## src/hdl/swr_pkg.sv

```systemverilog
// ----------------------------------------------------------------------------
// swr_pkg
// Shared types and constants of the sliding window RMS block.
// ----------------------------------------------------------------------------
`default_nettype none

package swr_pkg;

  localparam int SAMPLE_IN_WIDTH = 16;  // width of the sample field on the bus
  localparam int RMS_WIDTH       = 16;  // width of the result field on the bus
  localparam int QUEUE_DEPTH     = 2;   // entries between front and back end

  typedef struct packed {
    logic full;
    logic empty;
  } q_stat_t;

endpackage

`default_nettype wire

```

## src/hdl/swr_queue.sv

```systemverilog
// ----------------------------------------------------------------------------
// swr_queue
// Short register queue between the classifying front end and the back end.
// ----------------------------------------------------------------------------
`default_nettype none

module swr_queue #(
  parameter int DW = 17
) (
  input  wire logic             clk_i,
  input  wire logic             rst_ni,
  input  wire logic             push_i,
  input  wire logic [DW-1:0]    push_data_i,
  input  wire logic             pop_i,
  output logic [DW-1:0]         pop_data_o,
  output swr_pkg::q_stat_t      stat_o
);

  localparam int PW = (swr_pkg::QUEUE_DEPTH > 1) ? $clog2(swr_pkg::QUEUE_DEPTH) : 1;
  localparam int CW = $clog2(swr_pkg::QUEUE_DEPTH + 1);

  logic [DW-1:0] mem_q [swr_pkg::QUEUE_DEPTH];
  logic [PW-1:0] wr_q, rd_q;
  logic [CW-1:0] cnt_q;
  logic          do_push, do_pop;

  assign stat_o.full  = (cnt_q == CW'(swr_pkg::QUEUE_DEPTH));
  assign stat_o.empty = (cnt_q == '0);
  assign do_push      = push_i && !stat_o.full;
  assign do_pop       = pop_i && !stat_o.empty;
  assign pop_data_o   = mem_q[rd_q];

  always_ff @(posedge clk_i) begin
    if (do_push) begin
      mem_q[wr_q] <= push_data_i;
    end
  end

  always_ff @(posedge clk_i or negedge rst_ni) begin
    if (!rst_ni) begin
      wr_q  <= '0;
      rd_q  <= '0;
      cnt_q <= '0;
    end else begin
      if (do_push) begin
        wr_q <= (wr_q == PW'(swr_pkg::QUEUE_DEPTH - 1)) ? '0 : wr_q + 1'b1;
      end
      if (do_pop) begin
        rd_q <= (rd_q == PW'(swr_pkg::QUEUE_DEPTH - 1)) ? '0 : rd_q + 1'b1;
      end
      if (do_push && !do_pop) begin
        cnt_q <= cnt_q + 1'b1;
      end else if (do_pop && !do_push) begin
        cnt_q <= cnt_q - 1'b1;
      end
    end
  end

endmodule

`default_nettype wire

```

## src/hdl/swr_front.sv

```systemverilog
// ----------------------------------------------------------------------------
// swr_front
// Input side: takes sample beats, trims them to the sample width and tags
// each one as the warm-up beat or a beat that needs a fresh RMS.
// ----------------------------------------------------------------------------
`default_nettype none

module swr_front #(
  parameter int SAMPLE_WIDTH = 16
) (
  input  wire logic                                clk_i,
  input  wire logic                                rst_ni,
  input  wire logic                                s_axis_tvalid_i,
  output logic                                     s_axis_tready_o,
  input  wire logic [swr_pkg::SAMPLE_IN_WIDTH-1:0] s_axis_tdata_i,
  input  wire swr_pkg::q_stat_t                    q_stat_i,
  output logic                                     push_o,
  output logic [SAMPLE_WIDTH:0]                    push_data_o
);

  localparam int EXW = (SAMPLE_WIDTH > swr_pkg::SAMPLE_IN_WIDTH) ?
                       SAMPLE_WIDTH : swr_pkg::SAMPLE_IN_WIDTH;

  logic           warm_q;
  logic [EXW-1:0] ext;

  // bits above the sample width are dropped; a wider sample sees zeros above
  assign ext             = EXW'(s_axis_tdata_i);
  assign s_axis_tready_o = !q_stat_i.full;
  assign push_o          = s_axis_tvalid_i && !q_stat_i.full;
  assign push_data_o     = {warm_q, ext[SAMPLE_WIDTH-1:0]};

  always_ff @(posedge clk_i or negedge rst_ni) begin
    if (!rst_ni) begin
      warm_q <= 1'b0;
    end else if (push_o) begin
      warm_q <= 1'b1;
    end
  end

endmodule

`default_nettype wire

```

## src/hdl/swr_back.sv

```systemverilog
// ----------------------------------------------------------------------------
// swr_back
// Execution side: shifts the window, accumulates the squares one slot a
// cycle and finds floor(sqrt(floor(sum / WINDOW))) one root bit a cycle.
// ----------------------------------------------------------------------------
`default_nettype none

module swr_back #(
  parameter int WINDOW       = 5,
  parameter int SAMPLE_WIDTH = 16
) (
  input  wire logic                          clk_i,
  input  wire logic                          rst_ni,
  input  wire swr_pkg::q_stat_t              q_stat_i,
  input  wire logic [SAMPLE_WIDTH:0]         q_data_i,
  output logic                               q_pop_o,
  output logic                               m_axis_tvalid_o,
  input  wire logic                          m_axis_tready_i,
  output logic [swr_pkg::RMS_WIDTH-1:0]      m_axis_tdata_o
);

  localparam int SW  = SAMPLE_WIDTH;
  localparam int SB  = $clog2(WINDOW + 1);
  localparam int CW  = 2 * SW + SB + 2;
  localparam int IW  = (WINDOW > 1) ? $clog2(WINDOW) : 1;
  localparam int NW  = $clog2(WINDOW + 1);
  localparam int KW  = $clog2(SW);
  localparam int RXW = (SW > swr_pkg::RMS_WIDTH) ? SW : swr_pkg::RMS_WIDTH;

  typedef enum logic [1:0] {
    S_IDLE,
    S_SQ,
    S_ROOT,
    S_OUT
  } state_e;

  state_e                        state_q;
  logic [SW-1:0]                 win_q [WINDOW];
  logic [NW-1:0]                 cnt_q;
  logic [2*SW-1:0]               sq_q;
  logic                          sq_v_q;
  logic [CW-1:0]                 acc_q, p_q, a_q, b_q;
  logic [KW-1:0]                 k_q;
  logic [SW-1:0]                 root_q;
  logic [swr_pkg::RMS_WIDTH-1:0] held_q, out_d_q;
  logic                          out_v_q;

  logic [SW-1:0]                 rd, mag;
  logic [CW-1:0]                 cand;
  logic                          fits;
  logic [SW-1:0]                 root_nx;
  logic [RXW-1:0]                root_x;
  logic [swr_pkg::RMS_WIDTH-1:0] rms_nx;

  assign rd      = win_q[cnt_q[IW-1:0]];
  assign mag     = rd[SW-1] ? (~rd + 1'b1) : rd;
  // trial root R + 2^k: W*(R+2^k)^2 = P + A + B, with A = W*R<<(k+1), B = W<<2k
  assign cand    = p_q + a_q + b_q;
  assign fits    = (cand <= acc_q);
  assign root_nx = {root_q[SW-2:0], fits};
  assign root_x  = RXW'(root_nx);
  assign rms_nx  = (root_x > RXW'({swr_pkg::RMS_WIDTH{1'b1}})) ? '1 :
                   root_x[swr_pkg::RMS_WIDTH-1:0];

  assign q_pop_o         = (state_q == S_IDLE) && !q_stat_i.empty;
  assign m_axis_tvalid_o = out_v_q;
  assign m_axis_tdata_o  = out_d_q;

  always_ff @(posedge clk_i or negedge rst_ni) begin
    if (!rst_ni) begin
      state_q <= S_IDLE;
      for (int i = 0; i < WINDOW; i++) begin
        win_q[i] <= '0;
      end
      cnt_q   <= '0;
      sq_q    <= '0;
      sq_v_q  <= 1'b0;
      acc_q   <= '0;
      p_q     <= '0;
      a_q     <= '0;
      b_q     <= '0;
      k_q     <= '0;
      root_q  <= '0;
      held_q  <= '0;
      out_d_q <= '0;
      out_v_q <= 1'b0;
    end else begin
      // the output state reloads the register itself
      if (out_v_q && m_axis_tready_i && (state_q != S_OUT)) begin
        out_v_q <= 1'b0;
      end
      unique case (state_q)
        S_IDLE: begin
          if (!q_stat_i.empty) begin
            for (int i = WINDOW - 1; i > 0; i--) begin
              win_q[i] <= win_q[i-1];
            end
            win_q[0] <= q_data_i[SW-1:0];
            if (q_data_i[SW]) begin
              cnt_q   <= '0;
              sq_v_q  <= 1'b0;
              acc_q   <= '0;
              state_q <= S_SQ;
            end else begin
              state_q <= S_OUT;
            end
          end
        end
        S_SQ: begin
          if (cnt_q != NW'(WINDOW)) begin
            sq_q   <= (2*SW)'(mag) * (2*SW)'(mag);
            sq_v_q <= 1'b1;
            cnt_q  <= cnt_q + 1'b1;
          end else begin
            // last square lands in the accumulator this cycle
            sq_v_q  <= 1'b0;
            p_q     <= '0;
            a_q     <= '0;
            b_q     <= CW'(WINDOW) << (2 * (SW - 1));
            k_q     <= KW'(SW - 1);
            root_q  <= '0;
            state_q <= S_ROOT;
          end
          if (sq_v_q) begin
            acc_q <= acc_q + CW'(sq_q);
          end
        end
        S_ROOT: begin
          root_q <= root_nx;
          if (fits) begin
            p_q <= cand;
            a_q <= (a_q >> 1) + b_q;
          end else begin
            a_q <= a_q >> 1;
          end
          b_q <= b_q >> 2;
          if (k_q == '0) begin
            held_q  <= rms_nx;
            state_q <= S_OUT;
          end else begin
            k_q <= k_q - 1'b1;
          end
        end
        S_OUT: begin
          // hold until the output register is free
          if (!out_v_q || m_axis_tready_i) begin
            out_v_q <= 1'b1;
            out_d_q <= held_q;
            state_q <= S_IDLE;
          end
        end
        default: begin
          state_q <= S_IDLE;
        end
      endcase
    end
  end

endmodule

`default_nettype wire

```

## src/hdl/sliding_window_rms.sv

```systemverilog
// ----------------------------------------------------------------------------
// sliding_window_rms
// Moving-window RMS of a signed sample stream, floored integer result.
// ----------------------------------------------------------------------------
// Usage:
//   Slave channel s_axis_* carries one signed sample per beat; master channel
//   m_axis_* returns exactly one RMS value per accepted sample, in order.
//   Each sample enters a window of the last WINDOW samples (zero after reset)
//   and the result is floor(sqrt(floor(sum of squares / WINDOW))). The first
//   beat after reset only fills the window and returns zero.
// Back-end pass:
//   A computed beat makes one squarer pass over the window slots in the back
//   end, then gets one root bit per cycle from the shared add-and-compare
//   unit. The warm-up beat skips both and goes straight to the output. The
//   back end takes one beat per pass; meanwhile the queue takes the next.
// Reset and stalls:
//   rst_ni clears the window, the held result, the queue and the output
//   register. When the receiver stalls, the result stays in the output
//   register, the back end parks on its next result, and the front end keeps
//   taking beats until its small queue is full.
// ----------------------------------------------------------------------------
`default_nettype none

module sliding_window_rms #(
  parameter int WINDOW       = 5,
  parameter int SAMPLE_WIDTH = 16
) (
  input  wire logic                                clk_i,
  input  wire logic                                rst_ni,
  input  wire logic                                s_axis_tvalid_i,
  output logic                                     s_axis_tready_o,
  input  wire logic [swr_pkg::SAMPLE_IN_WIDTH-1:0] s_axis_tdata_i,  // [15:0] sample
  output logic                                     m_axis_tvalid_o,
  input  wire logic                                m_axis_tready_i,
  output logic [swr_pkg::RMS_WIDTH-1:0]            m_axis_tdata_o   // [15:0] rms_value
);

  swr_pkg::q_stat_t        q_stat;
  logic                    push, pop;
  logic [SAMPLE_WIDTH:0]   push_data, pop_data;

  swr_front #(
    .SAMPLE_WIDTH (SAMPLE_WIDTH)
  ) u_front (
    .clk_i           (clk_i),
    .rst_ni          (rst_ni),
    .s_axis_tvalid_i (s_axis_tvalid_i),
    .s_axis_tready_o (s_axis_tready_o),
    .s_axis_tdata_i  (s_axis_tdata_i),
    .q_stat_i        (q_stat),
    .push_o          (push),
    .push_data_o     (push_data)
  );

  swr_queue #(
    .DW (SAMPLE_WIDTH + 1)
  ) u_queue (
    .clk_i       (clk_i),
    .rst_ni      (rst_ni),
    .push_i      (push),
    .push_data_i (push_data),
    .pop_i       (pop),
    .pop_data_o  (pop_data),
    .stat_o      (q_stat)
  );

  swr_back #(
    .WINDOW       (WINDOW),
    .SAMPLE_WIDTH (SAMPLE_WIDTH)
  ) u_back (
    .clk_i           (clk_i),
    .rst_ni          (rst_ni),
    .q_stat_i        (q_stat),
    .q_data_i        (pop_data),
    .q_pop_o         (pop),
    .m_axis_tvalid_o (m_axis_tvalid_o),
    .m_axis_tready_i (m_axis_tready_i),
    .m_axis_tdata_o  (m_axis_tdata_o)
  );

endmodule

`default_nettype wire

```

## config.mk

```make
export PLATFORM = sky130hd
export DESIGN_NAME = sliding_window_rms
export DESIGN_NICKNAME = d
export VERILOG_FILES = /design/src/hdl/swr_pkg.sv /design/src/hdl/swr_queue.sv /design/src/hdl/swr_front.sv /design/src/hdl/swr_back.sv /design/src/hdl/sliding_window_rms.sv
export SDC_FILE = /design/constraint.sdc
export NUM_CORES = 1
export LEC_CHECK = 0
export BUFFER_PORTS_ARGS = -buffer_cell sky130_fd_sc_hd__buf_2
export CORE_ASPECT_RATIO = 2
export CORE_MARGIN = 4
export CORE_UTILIZATION = 35
export CTS_CLUSTER_SIZE = 12
export DETAILED_ROUTE_END_ITERATION = 10
export HOLD_SLACK_MARGIN = 0.1
export SYNTH_ARGS = -nofsm -noshare
export SYNTH_HDL_FRONTEND = slang
export SYNTH_SLANG_ARGS = --single-unit
export TNS_END_PERCENT = 5
```

## constraint.sdc

```tcl
create_clock -name clk_i -period 22.4 [get_ports clk_i]
set_clock_uncertainty 0.15 [all_clocks]
set_input_delay 4.48 -clock clk_i [delete_from_list [all_inputs] [get_ports clk_i]]
set_output_delay 4.48 -clock clk_i [all_outputs]
set_load 0.02 [all_outputs]
```

==> Yosys cells after proc, flatten, opt, wreduce, memory -nomap -nowiden <==
Memories as Yosys holds them, arrays and structs flattened.
Cells that the tools add are included.
{ "word_totals": {"output_inout_bits": 18, "ramBits": 34, "reg_bits": 323, "input_bits": 20, "memories": 1, "elab_cells": 131} }
{ "op_classes": {"n_reduce_logical": 31, "bitwise": 3, "eq_ne": 15, "addsub": 11, "n_mux": 44, "n_lt_le_gt_ge": 3, "mul": 1} }
{ "memory_table": {"columns": ["memory", "words", "word_bits", "rd", "rd_ports_with_merged_regs", "wr", "line", "source"], "rows": [
  ["u_queue.mem_q", 2, 17, 1, 0, 1, "swr_queue.sv:22", "logic [DW-1:0] mem_q [swr_pkg::QUEUE_DEPTH];"]
]} }
{ "ops": {"columns": ["operator", "count"], "rows": [
  ["37-bit one-hot mux with 2 select lines", 4],
  ["37-bit two-way mux", 7],
  ["37-bit adder", 2],
  ["16-bit two-way mux", 4],
  ["16-bit binary-select mux with 3-bit select", 1],
  ["36-bit by 37-bit adder with 37-bit output", 1],
  ["37-bit by 32-bit adder with 37-bit output", 1],
  ["37-bit <= comparator", 1],
  ["16-bit by 16-bit multiplier with 32-bit output", 1],
  ["15-bit one-hot mux with 2 select lines", 1],
  ["16-bit by 1-bit adder with 16-bit output, second input constant", 1],
  ["16-bit greater-than comparator, second input constant", 1],
  ["16-bit NOT", 1],
  ["15-bit two-way mux", 1],
  ["2-bit two-way mux", 7],
  ["4-bit AND reduction", 3],
  ["1-bit two-way mux", 10],
  ["2-bit by 1-bit inequality test with 1-bit output, second input constant", 5],
  ["2-bit inequality test, second input constant", 5],
  ["2-bit AND reduction", 5],
  ["3-bit two-way mux", 3],
  ["3-bit AND reduction", 3],
  ["1-bit logical AND", 8],
  ["4-bit two-way mux", 2],
  ["20 further kinds", 30]
]} }

==> Longest topological paths before layout <==
Gate-level depths: netlist of run 1.
{ "logic_depth": {"word_depth": 8, "depth_mapped": 36} }

==> Cells and area by module <==
Synthesis of run 1 repeated with hierarchy kept, for this count alone.
{ "unflattened": {"cells_unflattened": 2670, "area_unflattened_um2": 26954.6} }
{ "by_module_without_submodules": {"columns": ["module", "cells_each", "n_inst", "area_per_inst_um2", "seq_area_each_um2"], "rows": [
  ["swr_back", 2577, 1, 25311.8, 7432.1],
  ["swr_queue", 72, 1, 1473.9, 1121.1],
  ["swr_front", 21, 1, 168.9, 25.0]
]} }

==> Least setup slack after synthesis of run 1 <==
No wires, ideal clock.
{ "synth_timing": {"path_type": "register to register", "startpoint": "register u_back.cnt_q[1]", "endpoint": "register u_back.sq_q[27]", "setup_time_ps": 130, "arrival_time_ps": 7613, "required_time_ps": 22120, "period_less_slack_ps": 7893, "path_slack_ps": 14507, "n_path_buf": 4, "path_stages_with_launch": 31, "cell_sequence": "dfrtp_1 > buf_2 > buf_4 > o22ai_1 > o21ai_0 > clkbuf_1 > ha_1 > o211ai_2 > nor2_1 > nor2_1 > xor2_1 > clkbuf_1 > nand2_1 > fa_1 > fa_1 > inv_1 > fa_1 > fa_1 > fa_1 > inv_1 > fa_1 > inv_1 > ha_1 > a21o_1 > a21o_1 > a21o_1 > a2111oi_0 > o21ai_0 > a31o_2 > a211oi_1 > o21ai_0"} }
{ "synth_between": {"elab_chain_cells": 8} }
{ "synth_lines": {"columns": ["element", "line", "source"], "rows": [
  ["start, declared", "swr_back.sv:39", "logic [NW-1:0] cnt_q;"],
  ["start signal, assigned", "swr_back.sv:113", "cnt_q <= cnt_q + 1'b1;"],
  ["3-bit NOT with 4-bit output (not written as such)", "swr_back.sv:55", "assign rd = win_q[cnt_q[IW-1:0]];"],
  ["16-bit binary-select mux with 3-bit select", "swr_back.sv:55", null],
  ["16-bit two-way mux (not written as such) (2 in a row)", "swr_back.sv:55", null],
  ["16-bit NOT", "swr_back.sv:56", "assign mag = rd[SW-1] ? (~rd + 1'b1) : rd;"],
  ["16-bit by 1-bit adder with 16-bit output", "swr_back.sv:56", null],
  ["16-bit two-way mux", "swr_back.sv:56", null],
  ["16-bit by 16-bit multiplier with 32-bit output", "swr_back.sv:111", "sq_q <= (2*SW)'(mag) * (2*SW)'(mag);"],
  ["end signal, assigned", "swr_back.sv:111", null],
  ["end, declared", "swr_back.sv:40", "logic [2*SW-1:0] sq_q;"]
]} }
Several ways; a longest one is shown, not always the timed one. The select of a mux whose other input is x is not followed.
A chain may end at the register's enable or synchronous reset.

==> Worst setup path after layout of run 1 <==
{ "layout_timing": {"startpoint": "register u_back.cnt_q[1]", "endpoint": "register u_back.sq_q[29]"} }
The elaborated chain is that of the path after synthesis.

==> results.md, run 1 <==
| Item | Value |
| --- | --- |
| Initial standard-cell utilization of the core | 35.3% |
| CTS Hold Bufs | 0 |
| Syn Area/Cell | 9.64 sq um |
| DR iter-0 viols | 836 |
| Routability-driven placement congestion ratio | 0.885 |
| Timing-limited maximum frequency | 0.105 GHz |
| Tcrit/Tclk final | 42.7% |
| Critical Path Max Stage Delay | 0.89 ns |
| Number of nets with antenna violations after routing | 0 |
| Instance count along the most critical hold path | 0 |
| Setup Fix Bufs, Post-CTS | 0 |
| Worst endpoint data arrival time | 9.83 ns |
| Path class of the lowest-slack min-delay path | reg -> reg |
| Run status | finished, final reports clean |
| Global-route congestion overflow total | 0 |
| Root buf cell | clkbuf_16 |
| Nets | 3,281 |
| Master of the slowest instance on the critical path | xor2_1 |
| Number of inserted filler cells in the final layout | 7,810 |
| Vertical extent of the die | 402 um |
| Data required time of the critical path | 22.67 ns |
| Number of buffers inserted during clock tree synthesis | 37 |
| Via count of the first global-routing pass | 21,927 |
| Most common cell on crit path | fa_1 |
| Post-route DRC | 0 |
| Share of the synthesized area in the top cell type | 27.8% |
| Area of the core | 77,100 sq um |
| Origin of the worst setup path | u_back.cnt_q[1] |
| Worst Setup Path Type | reg -> reg |
| TritonCTS clock tree | built |
| Final-report max-slew violation count | 0 |
| Total instance count after detailed placement | 3,817 |
| Antenna cells | 0 |
| Post-layout minimum cycle time | 9.56 ns |
| Site row count | 144 |
| Total global-route track usage | 16.6% |
| Count of flip-flops with a built-in enable after synthesis | 34 |
| Post-Route WL | 67.8 mm |
| RSZ-0062 raised after global routing | false |
| Routed vias/inst | 5.23 |
| Leading cell types by total area after synthesis | dfrtp_1, fa_1, ha_1 |
| Global-route wire length before repair | 111 mm |
| Layout overhead on the synthesized area | 9.20% |
| Number of vias in the routed layout | 20,282 |
| Transition time at the pin with the least slew margin | 1.14 ns |
| I/O pin total | 38 |
| Total setup violations reported at the end of the flow | 0 |
| Maximum fanout along the worst path | 43 |
| Floorplan die width | 205 um |
| Initial antenna violation count | 0 |
| Area leader, netlist | dfrtp_1 |
| Port Buf Inserts | 37 |
| Die area | 82,600 sq um |
| Post-cts resize count | 0 |
| Startpoint type of the worst setup path | register |
| FF-to-FF Start | u_back.cnt_q[1] |
| R2R cell count | 31 |
| Maximum number of pins on one net before global-route repair | 90 |
| Count of clock tree sinks | 336 |
| Number of maximum-capacitance constraint violations | 0 |
| Fraction of layout instances using a drive strength above 1 | 9.97% |
| Routed wire per std cell | 17.5 um |
| Yosys warnings | 0 |
| Hold path start | u_front.warm_q |
| Most instantiated flip-flop cell in the synthesis netlist | dfrtp_1 |
| Worst setup EP type | register |
| Maximum buffer depth of the clock tree | 3 |
| Clk Latency, worst-skew pair | 0.58 ns |
| Count of cell types in the netlist | 95 |
| Post-synthesis sequential area ratio | 31.5% |
| Mapped cell area | 27,200 sq um |
| Maximum level of the CTS H-tree | 2 |
| Clock transition at path regs | 0.07 ns |
| Tightest slew margin relative to the limit | 23.6% |
| Drt pass-1 iters | 5 |
| Final hold viol count | 0 |
| Most common library cell in the layout ignoring fill and taps | nand2_1 |
| Count of state elements after synthesis | 336 |
| Gate count of the mapped netlist | 2,824 |
| Dpl hpwl | 53.6 mm |
| Total negative slack | 0 ns |
| Commonest non-fill, non-tap cells in the layout | nand2_1, inv_1, dfrtp_1 |
| Finished Layout Cells | 3,881 |
| Share of flip-flops with an asynchronous set or reset after synthesis | 89.9% |
==> sequential cells by signal, summed over array words and instances, names as in the netlist <==
register / flops
u_back.root_q: 15
u_queue.cnt_q: 2
u_queue.mem_q: 34
u_back.state_q: 2
u_back.m_axis_tdata_o: 16
u_back.cnt_q: 3
u_back.sq_v_q: 1
u_back.win_q: 80
u_back.k_q: 4
u_queue.wr_q: 1
u_front.warm_q: 1
u_back.a_q: 37
u_back.b_q: 17
u_back.p_q: 37
u_back.held_q: 16
u_back.m_axis_tvalid_o: 1
u_back.acc_q: 37
u_back.sq_q: 31
u_queue.rd_q: 1
==> final cells by class <==
type                       count  area [sq um]  area share, %
multi-input combinational   2062         17000           57.4
sequential                   336          8580           28.9
tap                         1022          1280           4.30
inverter                     324          1220           4.10
clock buffer                  57          1070           3.60
timing repair buffer          73           465           1.57
clock inverter                 7          65.1          0.219
==> stage by stage <==
step | cell area (sq um) | setup WS, ns | utilization (%) | hold slack, ns
global placement | 28600 | 13.05 | 37.1 | 0.301
floorplan | 27300 | 14.51 | - | 0.283
CTS | 29700 | 12.83 | 38.5 | 0.335
finish | 29700 | 12.84 | 38.5 | 0.332
global route | 29700 | 12.00 | 38.5 | 0.344
detailed placement | 28600 | 12.87 | 37.1 | 0.317
==> worst max-delay path, delay by kind of cell (launching register included) <==
| kind | cells | cell delay [ns] |
|---|---|---|
| adders and majority gates | 8 | 3.50 |
| xor gates and xnor gates | 1 | 0.89 |
| and+or+nand+nor | 3 | 0.71 |
| DFF | 1 | 0.34 |
| AOI/OAI and AO/OA | 10 | 1.95 |
| muxes | 2 | 0.41 |
| buffers and inverters | 7 | 1.42 |
==> cell usage after synthesis (18+ instances only) <==
| library cell | n |
|---|---|
| a211oi_1 | 22 |
| a21o_1 | 80 |
| a21oi_1 | 119 |
| a31oi_1 | 33 |
| and2_1 | 26 |
| and3_1 | 19 |
| clkbuf_1 | 88 |
| dfrtp_1 | 302 |
| edfxtp_1 | 34 |
| fa_1 | 182 |
| ha_1 | 245 |
| inv_1 | 312 |
| mux2_2 | 101 |
| mux2i_1 | 49 |
| nand2_1 | 338 |
| nand3_1 | 82 |
| nand4_1 | 30 |
| nor2_1 | 125 |
| nor3_1 | 38 |
| o211ai_1 | 19 |
| o21a_1 | 18 |
| o21ai_0 | 128 |
| o22ai_1 | 33 |
| xnor2_1 | 76 |
| xor2_1 | 39 |
==> metal layers <==
metal	share of wire [%]	vias to the layer above	track usage, %
met5	0	-	0
met4	7.5	0	10.6
met3	2.0	204	1.60
met2	57	339	33.1
met1	34	9970	15.6
li1	-	9769	-
==> final timing paths <==
path / slack, ns / end
worst min register to register: 0.33 / u_queue.mem_q[1][16]
min in group asynchronous: 3.74 / u_back.p_q[3]
worst max register to register: 12.84 / u_back.sq_q[29]
worst min-delay path: 0.33 / u_queue.mem_q[1][16]
worst max-delay path: 12.84 / u_back.sq_q[29]
max in group asynchronous: 16.01 / u_back.m_axis_tdata_o[14]
==> kinds of logic after synthesis <==
| logic type | count (synthesis) | share of synthesized area, % |
|---|---|---|
| buffers and inverters | 435 | 6.18 |
| DFF | 336 | 31.5 |
| xor gates and xnor gates | 117 | 3.82 |
| adders and majority gates | 427 | 24.6 |
| and+or+nand+nor | 741 | 12.5 |
| muxes | 158 | 6.52 |
| other | 2 | 0.0276 |
| AOI/OAI and AO/OA | 608 | 14.8 |
Power of run 1 is left out: the tool's default activity adds up to more than one toggle a clock period on the data nets, which glitch-free logic cannot reach.
==> run 2: changes to the inputs <==
- clock period: 22.4 -> 9.5 ns (I/O delays scaled with it)
==> results.md, run 2 (synthesized netlist as in run 1, its figures left out) <==
| Item | Value |
| --- | --- |
| Post-layout util | 38.8% |
| R2R cell count | 29 |
| Area of the core | 77,100 sq um |
| RSZ-0062 raised after global routing | false |
| Global-route wire length before repair | 111 mm |
| Number of maximum-capacitance constraint violations | 0 |
| Maximum level of the CTS H-tree | 2 |
| FF-to-FF Start | u_back.cnt_q[1] |
| Critical Path Max Stage Delay | 0.64 ns |
| Initial standard-cell utilization of the core | 35.3% |
| Data required time of the critical path | 9.78 ns |
| TritonCTS clock tree | built |
| Post-cts resize count | 0 |
| Instance count along the most critical hold path | 0 |
| Buffer and inverter count on the worst path | 5 |
| Most common library cell in the layout ignoring fill and taps | nand2_1 |
| Port Buf Inserts | 37 |
| Worst endpoint data arrival time | 9.21 ns |
| Initial antenna violation count | 0 |
| Setup Fix Bufs, Post-CTS | 0 |
| Total cell area at the placement stage | 28,700 sq um |
| Routed wire per std cell | 17.5 um |
| Origin of the worst setup path | u_back.cnt_q[1] |
| Maximum fanout along the worst path | 28 |
| Final-report max-slew violation count | 0 |
| DR iter-0 viols | 826 |
| I/O pin total | 38 |
| Number of flip-flops under the largest register name | 80 |
| Clock transition at path regs | 0.07 ns |
| Transition time at the pin with the least slew margin | 1.09 ns |
| Commonest non-fill, non-tap cells in the layout | nand2_1, inv_1, dfrtp_1 |
| Count of clock tree sinks | 336 |
| Tightest slew margin relative to the limit | 27.0% |
| Antenna cells | 0 |
| Maximum number of pins on one net before global-route repair | 131 |
| Worst setup EP type | register |
| Tcrit/Tclk final | 94.1% |
| Vertical extent of the die | 402 um |
| Number of buffers inserted during clock tree synthesis | 38 |
| Routed vias/inst | 5.20 |
| Final hold viol count | 0 |
| Post-Route WL | 68.3 mm |
| Total negative slack | 0 ns |
| Least setup slack across all paths after layout | 0.563 ns |
| Worst reg2reg setup slack | 0.56 ns |
| Dpl hpwl | 54.3 mm |
| Routability-driven placement congestion ratio | 0.877 |
| Floorplan die width | 205 um |
| Via count of the first global-routing pass | 21,933 |
| Post-layout minimum cycle time | 8.94 ns |
| Site row count | 144 |
| Total setup violations reported at the end of the flow | 0 |
| Path class of the lowest-slack min-delay path | reg -> reg |
| Drt pass-1 iters | 7 |
| Worst Setup Path Type | reg -> reg |
| CTS Hold Bufs | 0 |
| Last element of the critical path | u_back.sq_q[29] |
| Timing-limited maximum frequency | 0.112 GHz |
| Register with the most flip-flops | u_back.win_q |
| Nets | 3,296 |
| Layout overhead on the synthesized area | 9.97% |
| Clk Latency, worst-skew pair | 0.57 ns |
| Top Family by Delay on Critical Path | adder cells |
| Master of the slowest instance on the critical path | dfrtp_4 |
| Number of cells on the critical path | 29 |
| Die area | 82,600 sq um |
| Capture point of the worst reg-to-reg path | u_back.sq_q[29] |
| Fraction of layout instances using a drive strength above 1 | 10.6% |
| Run status | finished, final reports clean |
| Total global-route track usage | 16.7% |
| Number of nets with antenna violations after routing | 0 |
| Global-route congestion overflow total | 0 |
| Most common cell on crit path | fa_1 |
| Startpoint type of the worst setup path | register |
| Maximum buffer depth of the clock tree | 3 |
| Post-route DRC | 0 |
| Number of vias in the routed layout | 20,284 |
| Root buf cell | clkbuf_16 |
| Setup WS pre-CTS | 0.455 ns |
| Layout Cell Area excl Fill | 29,900 sq um |
## run 2: worst reg2reg max path, delay by kind of cell (launching register included)
kind,cells,cell delay (ns)
XOR/XNOR,1,0.61
AO/OA/AOI/OAI,7,1.53
multiplexers,1,0.20
adder cells (fa/ha/maj),7,3.29
AND/OR/NAND/NOR,8,1.66
flip-flops,1,0.64
buffers and inverters,5,0.69
## run 2: through the flow
step | hold slack (ns) | std cells
2_1_floorplan | 0.283 | 2833
3_3_place_gp | 0.304 | 3831
3_5_place_dp | 0.311 | 3831
4_1_cts | 0.326 | 3898
5_1_grt | 0.354 | 3898
6_report | 0.325 | 3898
## run 2: worst min-delay path by stage
| stage | startpoint | endpoint | slack [ns] |
|---|---|---|---|
| after floorplan | u_back.root_q[14] | u_back.root_q[14] | 0.28 |
| after global placement | u_front.warm_q | u_queue.mem_q[1][16] | 0.30 |
| after detailed placement | u_front.warm_q | u_queue.mem_q[0][16] | 0.31 |
| after CTS | u_front.warm_q | u_queue.mem_q[0][16] | 0.33 |
| after global routing | u_back.sq_q[14] | u_back.sq_q[14] | 0.35 |
| final | u_front.warm_q | u_queue.mem_q[0][16] | 0.32 |
## run 2: layout make-up
type | count | area (sq um)
Clock buffer | 57 | 1120
Clock inverter | 10 | 108
Fill cell | 7878 | 47200
Inverter | 324 | 1220
Multi-Input combinational cell | 2062 | 17000
Sequential cell | 336 | 8580
Tap cell | 1022 | 1280
Timing Repair Buffer | 87 | 583
## run 2: layer usage
metal | GRT usage [%] | wire length, um | vias up
li1 | - | - | 9794
met1 | 15.5 | 22800 | 9949
met2 | 33.8 | 39100 | 346
met3 | 1.62 | 1550 | 195
met4 | 10.2 | 4940 | 0
met5 | 0 | 0 | -
Power of run 2 is left out for the same reason.
